`config.mk`:
```
export PLATFORM = sky130hd
export DESIGN_NAME = ethernet_frame_filter_crc32
export DESIGN_NICKNAME = d
export VERILOG_FILES = /design/src/sv/eff_pkg.sv /design/src/sv/eff_frame_check.sv /design/src/sv/ethernet_frame_filter_crc32.sv
export SDC_FILE = /design/constraint.sdc
export NUM_CORES = 1
export LEC_CHECK = 0
export BUFFER_PORTS_ARGS = -buffer_cell sky130_fd_sc_hd__buf_2
export CORE_ASPECT_RATIO = 0.8
export CORE_MARGIN = 5
export CORE_UTILIZATION = 45
export DETAILED_ROUTE_END_ITERATION = 10
export GPL_TIMING_DRIVEN = 0
export PLACE_DENSITY_LB_ADDON = 0.2
export SKIP_LAST_GASP = 1
export SYNTH_ARGS = -nofsm -noshare
export SYNTH_HDL_FRONTEND = slang
export SYNTH_HIERARCHICAL = 1
export SYNTH_SLANG_ARGS = --single-unit
export TNS_END_PERCENT = 30
```
`constraint.sdc`:
```
create_clock -name aclk -period 8.5 [get_ports aclk]
set_input_delay 1.7 -clock aclk [delete_from_list [all_inputs] [get_ports aclk]]
set_output_delay 1.7 -clock aclk [all_outputs]
set_load 0.005 [all_outputs]
```
`src/sv/eff_pkg.sv`:
```
`timescale 1ns / 1ps
// eff_pkg: shared types, constants and the crc-32 byte step for the ethernet frame filter
package eff_pkg;

    // longest frame that is not flagged as too long, preamble and fcs included
    localparam int MAX_FRAME_BYTES = 2048;
    localparam int MIN_FRAME_BYTES = 26;
    localparam int PREAMBLE_BYTES  = 8;
    localparam int TYPE_HI_POS     = 20;
    localparam int TYPE_LO_POS     = 21;

    // byte counter saturates at MAX_FRAME_BYTES + 1
    localparam int IDX_W = $clog2(MAX_FRAME_BYTES + 2);
    localparam int PLEN_W = 11;
    localparam int PLEN_LIMIT = (MAX_FRAME_BYTES - MIN_FRAME_BYTES > 2047) ?
                                2047 : (MAX_FRAME_BYTES - MIN_FRAME_BYTES);

    localparam logic [31:0] CRC_POLY = 32'hEDB8_8320;
    localparam logic [31:0] CRC_INIT = 32'hFFFF_FFFF;
    localparam logic [7:0]  PRE_BYTE = 8'h55;
    localparam logic [7:0]  SFD_BYTE = 8'hD5;
    localparam logic [15:0] ETHERTYPE_RESET = 16'h8ABC;

    typedef enum logic [2:0] {
        STAT_OK        = 3'd0,
        STAT_SHORT     = 3'd1,
        STAT_PREAMBLE  = 3'd2,
        STAT_ETHERTYPE = 3'd3,
        STAT_CRC       = 3'd4,
        STAT_TOO_LONG  = 3'd5
    } eff_status_t;

    typedef struct packed {
        logic [7:0] rx_byte;
        logic       frame_last;
    } eff_in_t;

    typedef struct packed {
        eff_status_t        frame_status;
        logic [PLEN_W-1:0]  payload_length;
    } eff_out_t;

    // reflected crc-32, one byte, lsb first
    function automatic logic [31:0] crc32_byte(input logic [31:0] crc, input logic [7:0] b);
        logic [31:0] c;
        c = crc ^ {24'd0, b};
        for (int k = 0; k < 8; k++) begin
            c = c[0] ? ((c >> 1) ^ CRC_POLY) : (c >> 1);
        end
        return c;
    endfunction

endpackage

```
`src/sv/eff_frame_check.sv`:
```
`timescale 1ns / 1ps
// eff_frame_check: per-frame state, crc accumulation and the verdict logic
module eff_frame_check
    import eff_pkg::*;
(
    input  logic        aclk,
    input  logic        aresetn,
    input  logic        advance,
    input  eff_in_t     beat,
    input  logic [15:0] ethertype,
    output logic        res_valid,
    output eff_out_t    result
);

    logic [IDX_W-1:0] idx_reg, idx_next;
    logic [31:0]      crc_reg, crc_next;
    logic [7:0]       tail_reg [4];
    logic [7:0]       tail_next [4];
    logic             pre_good_reg, pre_good_next;
    logic [7:0]       type_hi_reg, type_hi_next;
    logic             type_match_reg, type_match_next;

    logic [31:0]      fcs;
    logic [IDX_W-1:0] plen_full;
    logic [7:0]       want;

    always_comb begin
        want          = (idx_reg == IDX_W'(PREAMBLE_BYTES - 1)) ? SFD_BYTE : PRE_BYTE;
        pre_good_next = pre_good_reg;
        if (idx_reg < IDX_W'(PREAMBLE_BYTES) && beat.rx_byte != want) begin
            pre_good_next = 1'b0;
        end

        type_hi_next = (idx_reg == IDX_W'(TYPE_HI_POS)) ? beat.rx_byte : type_hi_reg;
        type_match_next = type_match_reg;
        if (idx_reg == IDX_W'(TYPE_LO_POS)) begin
            type_match_next = ({type_hi_reg, beat.rx_byte} == ethertype);
        end

        // byte leaving the delay line feeds the crc once past the preamble
        crc_next = crc_reg;
        if (idx_reg >= IDX_W'(PREAMBLE_BYTES + 4)) begin
            crc_next = crc32_byte(crc_reg, tail_reg[0]);
        end

        tail_next[0] = tail_reg[1];
        tail_next[1] = tail_reg[2];
        tail_next[2] = tail_reg[3];
        tail_next[3] = beat.rx_byte;

        idx_next = (idx_reg != IDX_W'(MAX_FRAME_BYTES + 1)) ? idx_reg + 1'b1 : idx_reg;

        fcs       = {tail_next[3], tail_next[2], tail_next[1], tail_next[0]};
        plen_full = idx_next - IDX_W'(MIN_FRAME_BYTES);

        if (idx_next < IDX_W'(MIN_FRAME_BYTES)) begin
            result.frame_status = STAT_SHORT;
        end else if (!pre_good_next) begin
            result.frame_status = STAT_PREAMBLE;
        end else if (!type_match_next) begin
            result.frame_status = STAT_ETHERTYPE;
        end else if (~crc_next != fcs) begin
            result.frame_status = STAT_CRC;
        end else if (idx_next > IDX_W'(MAX_FRAME_BYTES)) begin
            result.frame_status = STAT_TOO_LONG;
        end else begin
            result.frame_status = STAT_OK;
        end

        if (idx_next < IDX_W'(MIN_FRAME_BYTES)) begin
            result.payload_length = '0;
        end else if (plen_full > IDX_W'(PLEN_LIMIT)) begin
            result.payload_length = PLEN_W'(PLEN_LIMIT);
        end else begin
            result.payload_length = PLEN_W'(plen_full);
        end

        res_valid = advance && beat.frame_last;
    end

    always_ff @(posedge aclk) begin
        if (!aresetn || (advance && beat.frame_last)) begin
            idx_reg        <= '0;
            crc_reg        <= CRC_INIT;
            tail_reg       <= '{default: 8'd0};
            pre_good_reg   <= 1'b1;
            type_hi_reg    <= 8'd0;
            type_match_reg <= 1'b0;
        end else if (advance) begin
            idx_reg        <= idx_next;
            crc_reg        <= crc_next;
            tail_reg       <= tail_next;
            pre_good_reg   <= pre_good_next;
            type_hi_reg    <= type_hi_next;
            type_match_reg <= type_match_next;
        end
    end

endmodule

```
`src/sv/ethernet_frame_filter_crc32.sv`:
```
`timescale 1ns / 1ps
// ethernet_frame_filter_crc32: top level with input register, config register and result register
//
//  channel   | ports                          | moves
//  ----------+--------------------------------+-------------------------------------
//  input     | s_valid s_ready s_beat         | one received byte + last flag a beat
//  result    | m_valid m_ready m_result       | one verdict beat per frame
//  config    | cfg_wr_en cfg_wr_data          | accepted ethertype, no wait
//
// one input beat a cycle while no last beat waits on a held verdict; each beat passes the input register,
// the verdict of a frame shows on m_result the cycle after its last beat is processed
// the crc-32 byte step lies between the frame state and the verdict logic and result register
// aresetn is synchronous, active low; it clears frame state and sets the ethertype to 0x8abc
// a held verdict stalls the next last beat in the input register and the beats behind it; earlier beats flow on
module ethernet_frame_filter_crc32
    import eff_pkg::*;
(
    input  logic        aclk,
    input  logic        aresetn,
    input  logic        s_valid,
    output logic        s_ready,
    input  eff_in_t     s_beat,
    output logic        m_valid,
    input  logic        m_ready,
    output eff_out_t    m_result,
    input  logic        cfg_wr_en,
    input  logic [15:0] cfg_wr_data
);

    // input register
    logic     in_valid_reg;
    eff_in_t  in_beat_reg;

    // config register
    logic [15:0] ethertype_reg;

    // result register
    logic     m_valid_reg;
    eff_out_t m_result_reg;

    logic     advance;
    logic     res_valid;
    eff_out_t result;

    // a last beat waits only while an untaken verdict sits in the result register
    assign advance = in_valid_reg && (!in_beat_reg.frame_last || !m_valid_reg || m_ready);
    assign s_ready = !in_valid_reg || advance;

    always_ff @(posedge aclk) begin
        if (!aresetn) begin
            in_valid_reg <= 1'b0;
        end else if (s_ready) begin
            in_valid_reg <= s_valid;
        end
    end

    always_ff @(posedge aclk) begin
        if (s_ready && s_valid) begin
            in_beat_reg <= s_beat;
        end
    end

    always_ff @(posedge aclk) begin
        if (!aresetn) begin
            ethertype_reg <= ETHERTYPE_RESET;
        end else if (cfg_wr_en) begin
            ethertype_reg <= cfg_wr_data;
        end
    end

    eff_frame_check u_check (
        .aclk      (aclk),
        .aresetn   (aresetn),
        .advance   (advance),
        .beat      (in_beat_reg),
        .ethertype (ethertype_reg),
        .res_valid (res_valid),
        .result    (result)
    );

    // verdict register, freed when the downstream takes the beat
    always_ff @(posedge aclk) begin
        if (!aresetn) begin
            m_valid_reg <= 1'b0;
        end else if (res_valid) begin
            m_valid_reg <= 1'b1;
        end else if (m_ready) begin
            m_valid_reg <= 1'b0;
        end
    end

    always_ff @(posedge aclk) begin
        if (res_valid) begin
            m_result_reg <= result;
        end
    end

    assign m_valid  = m_valid_reg;
    assign m_result = m_result_reg;

`ifndef SYNTHESIS
    // short frames report no payload
    a_short_len: assert property (@(posedge aclk) disable iff (!aresetn)
        m_valid_reg && m_result_reg.frame_status == STAT_SHORT
        |-> m_result_reg.payload_length == '0)
        else $error("short frame with nonzero payload length");

    // too-long frames report the saturated length
    a_long_len: assert property (@(posedge aclk) disable iff (!aresetn)
        m_valid_reg && m_result_reg.frame_status == STAT_TOO_LONG
        |-> m_result_reg.payload_length == PLEN_W'(PLEN_LIMIT))
        else $error("too-long frame without saturated length");

    // a stalled beat in the input register is held
    a_in_hold: assert property (@(posedge aclk) disable iff (!aresetn)
        in_valid_reg && !advance |=> in_valid_reg && $stable(in_beat_reg))
        else $error("input register lost a stalled beat");

    // a new verdict comes only from a processed last beat
    a_res_src: assert property (@(posedge aclk) disable iff (!aresetn)
        $rose(m_valid_reg) |-> $past(advance && in_beat_reg.frame_last))
        else $error("verdict without a last beat");

    // a verdict never overwrites one that was not taken
    a_no_overrun: assert property (@(posedge aclk) disable iff (!aresetn)
        res_valid |-> !m_valid_reg || m_ready)
        else $error("verdict overrun");
`endif

endmodule
```
==> results.sh <==
export IMPL_outcome="finished, final reports clean"
export IMPL_postLayoutCoreUtil_pct=52.5
export IMPL_final_max_tran_viols=0
export IMPL_rr_startpoint="u_check/crc_reg[2]"
export IMPL_cap_violations=0
export IMPL_worst_hold_slack_ns=0.470
export IMPL_worst_slew_pin_transition_ns=1.44
export IMPL_fp_dieArea_sq_mm=0.0196
export IMPL_wire_per_inst_um=19.3
export IMPL_ant_nets=0
export IMPL_mostFrequentLayoutCells="dfxtp_1, nor2_1, xnor2_1, nand2_1, mux2i_1"
export IMPL_synth_warning_count=6
export IMPL_clock_tree_htree_level_count=4
export IMPL_post_layout_total_power_mw=1.49
export IMPL_final_min_period_over_clock_period_pct=48.7
export IMPL_synth_compound_gate_area_share_pct=10.4
export IMPL_rsz0062_at_grt="false"
export IMPL_most_common_library_cell_in_the_layout_ignoring_fill_and_taps="dfxtp_1"
export IMPL_crit_path_start_kind="flip-flop"
export IMPL_hold_path_class="reg2reg"
export IMPL_detail_route_first_pass_iterations=7
export IMPL_m1WireLength_mm=9.99
export IMPL_globalplace_congestion=1.00
export IMPL_clock_insertion_delay_worst_skew_ns=0.43
export IMPL_detail_route_wirelength_mm=21.0
export IMPL_dr_total_vias=6092
export IMPL_ioPinCount=46
export IMPL_rows=42
export IMPL_postSynth_asyncResetShare_pct=0
export IMPL_minimum_clock_period_after_layout_ns=4.14
export IMPL_fin_skew_ns=0.00948
export IMPL_worst_ir_drop_vdd_mv=0.135
export IMPL_antenna_found_initial=0
export IMPL_dpl_cell_count=1055
export IMPL_synth_adder_area_share_pct=0.659
export IMPL_finalNonFillerCells=1086
export IMPL_clockBufferDepth=2
export IMPL_total_cts_buffers=17
export IMPL_grt_pass1_wl_mm=33.2
export IMPL_finish_net_count=888
export IMPL_ctsResizeCount=0
export IMPL_finalSetupViolations=0
export IMPL_crit_path_start="u_check/crc_reg[2]"
export IMPL_detailroute_wirelength_met2_mm=8.57
export IMPL_insertedDiodeCount=0
export IMPL_post_route_cells_drive_above_1_share_pct=10.7
export IMPL_synth_seq_area_share_pct=36.5
export IMPL_first_global_vias=5751
export IMPL_mappedNetlistArea_sq_mm=0.00759
export IMPL_fp_dieW_um=155
export IMPL_post_cts_buffers=0
export IMPL_global_route_usage_total_pct=21.9
export IMPL_die_extent_in_y_um=126
export IMPL_dpl_hpwl_mm=15.3
export IMPL_min_delay_start="u_check/pre_good_reg"
export IMPL_top_signal_layer_used="met4"
export IMPL_synth_top_family_by_area="XOR/XNOR gates"
export IMPL_hold_buffers=0
export IMPL_post_synth_and_or_nand_nor_area_fraction_pct=16.3
export IMPL_viasPerCell=5.61
export IMPL_areaGrowthSynthToFinish_pct=14.5
export IMPL_core_region_area_sq_mm=0.0166
export IMPL_critPathCaptureType="flip-flop"
export IMPL_detail_route_iter0_violations=635
export IMPL_hold_viol_final=0
export IMPL_synthFlopType="dfxtp_1"
export IMPL_grt_start_max_net_pins=17
export IMPL_global_route_overflow_total=0
export IMPL_count_of_mapped_cells_out_of_synthesis=791
export IMPL_maxClockFrequency_mhz=241
export IMPL_cp_data_arrival_time_ns=4.32
export IMPL_postSynthRegisterBits=127
export IMPL_wl_met3_mm=2.15
export IMPL_worstPathMaxFanout=7
export IMPL_synth_mux_area_fraction_pct=9.46
export IMPL_cts_root_buffer="clkbuf_16"
export IMPL_synth_fp_nets=825
export IMPL_post_synth_cell_area_avg_sq_um=9.60
export IMPL_post_synth_num_cell_types=66
export IMPL_synth_enable_flop_cells=23
export IMPL_port_buffers=44
export IMPL_clock_sink_count=127
export IMPL_totalNegativeSetupSlack_ns=0
export IMPL_required_ns=8.68
export IMPL_detail_route_drc_violations=0
export IMPL_power_leakage_nw=3.72
export IMPL_setup_reg_to_reg_worst_slack_ns=4.36
export IMPL_clk_pin_slew_worst_paths_ns=0.06
export IMPL_floorplan_initialDensity_pct=45.9
export IMPL_slew_headroom_pct=3.63
export IMPL_flip_flop_count_of_the_largest_register_after_layout=32
export IMPL_cts_tree="yes"
export IMPL_yosys_area_share_xor_xnor_pct=22.6
export IMPL_worst_setup_path_type="reg2reg"
export IMPL_power_density_normalized_to_cell_area_mw_per_mm2=172
==> report_power, final <==
part / leakage (nW) / total (mW) / switching [mW] / internal (mW)
clock: 0.296 / 0.753 / 0.286 / 0.467
combinational: 2.38 / 0.103 / 0.0594 / 0.0433
sequential: 1.05 / 0.638 / 0.0126 / 0.626
==> worst paths after layout <==
check,cells past startpoint,endpoint
max,9,m_result[13]
max reg2reg,9,m_result[13]
min,1,u_check/pre_good_reg
min reg2reg,1,u_check/pre_good_reg
==> cell families (layout without fill, tap and decap cells) <==
| kind of cell | count (synthesis) | after routing |
|---|---|---|
| AND/OR/NAND/NOR | 258 | 258 |
| adder cells (fa/ha/maj) | 4 | 4 |
| XOR/XNOR | 153 | 153 |
| AO/OA/AOI/OAI | 108 | 108 |
| flip-flops | 127 | 127 |
| multiplexers | 71 | 71 |
| buffers and inverters | 70 | 145 |
==> critical path, cell delays in order, from the launching register on <==
cell and delay (ns):
dfxtp_1 0.29, buf_2 0.15, xnor2_1 0.98, xnor2_1 0.52, xnor3_1 0.52, xor2_1 0.21, a2111o_1 0.43, nor4_1 0.23
nand4_1 0.30, o21a_1 0.26
==> routing by layer <==
layer	GRT usage, %	vias up
met3	7.34	33
met1	32.3	2875
met5	0	-
met2	30.2	267
li1	-	2917
met4	6.38	0
==> synthesized netlist by cell type, drive strengths merged, types with 4 or more instances <==
master,count,area share (%)
a211oi,5,0.49
a21oi,20,1.3
a31oi,7,0.58
and2,4,0.33
and3,4,0.33
buf,12,1.2
clkbuf,41,2.0
dfxtp,104,27
edfxtp,23,9.1
ha,4,0.66
inv,17,0.84
mux2i,68,9.0
nand2,69,3.4
nand3,23,1.5
nand3b,4,0.40
nand4,9,0.74
nor2,80,4.0
nor2b,14,1.2
nor3,13,0.86
nor4,16,1.3
o211ai,24,2.4
o21ai,7,0.46
o311ai,5,0.58
o31ai,4,0.40
xnor2,74,8.5
xnor3,23,6.8
xor2,52,6.0
xor3,4,1.3
==> layout make-up <==
class                           count  area (sq um)
Sequential cell                   127          2770
Inverter                           17          63.8
Clock buffer                       21           482
Tap cell                          220           275
Buffer                             53           241
Clock inverter                     10           125
Timing Repair Buffer               44           220
Multi-Input combinational cell    594          4510
Fill cell                        1523          7860
==> stage by stage <==
step	cell area, sq um	setup slack [ns]
5_1_grt	8690	4.27
3_3_place_gp	8090	4.50
2_1_floorplan	7590	4.75
3_5_place_dp	8090	4.50
4_1_cts	8690	4.47
6_report	8690	4.36
Note: power is estimated with default switching activity, not from simulation.
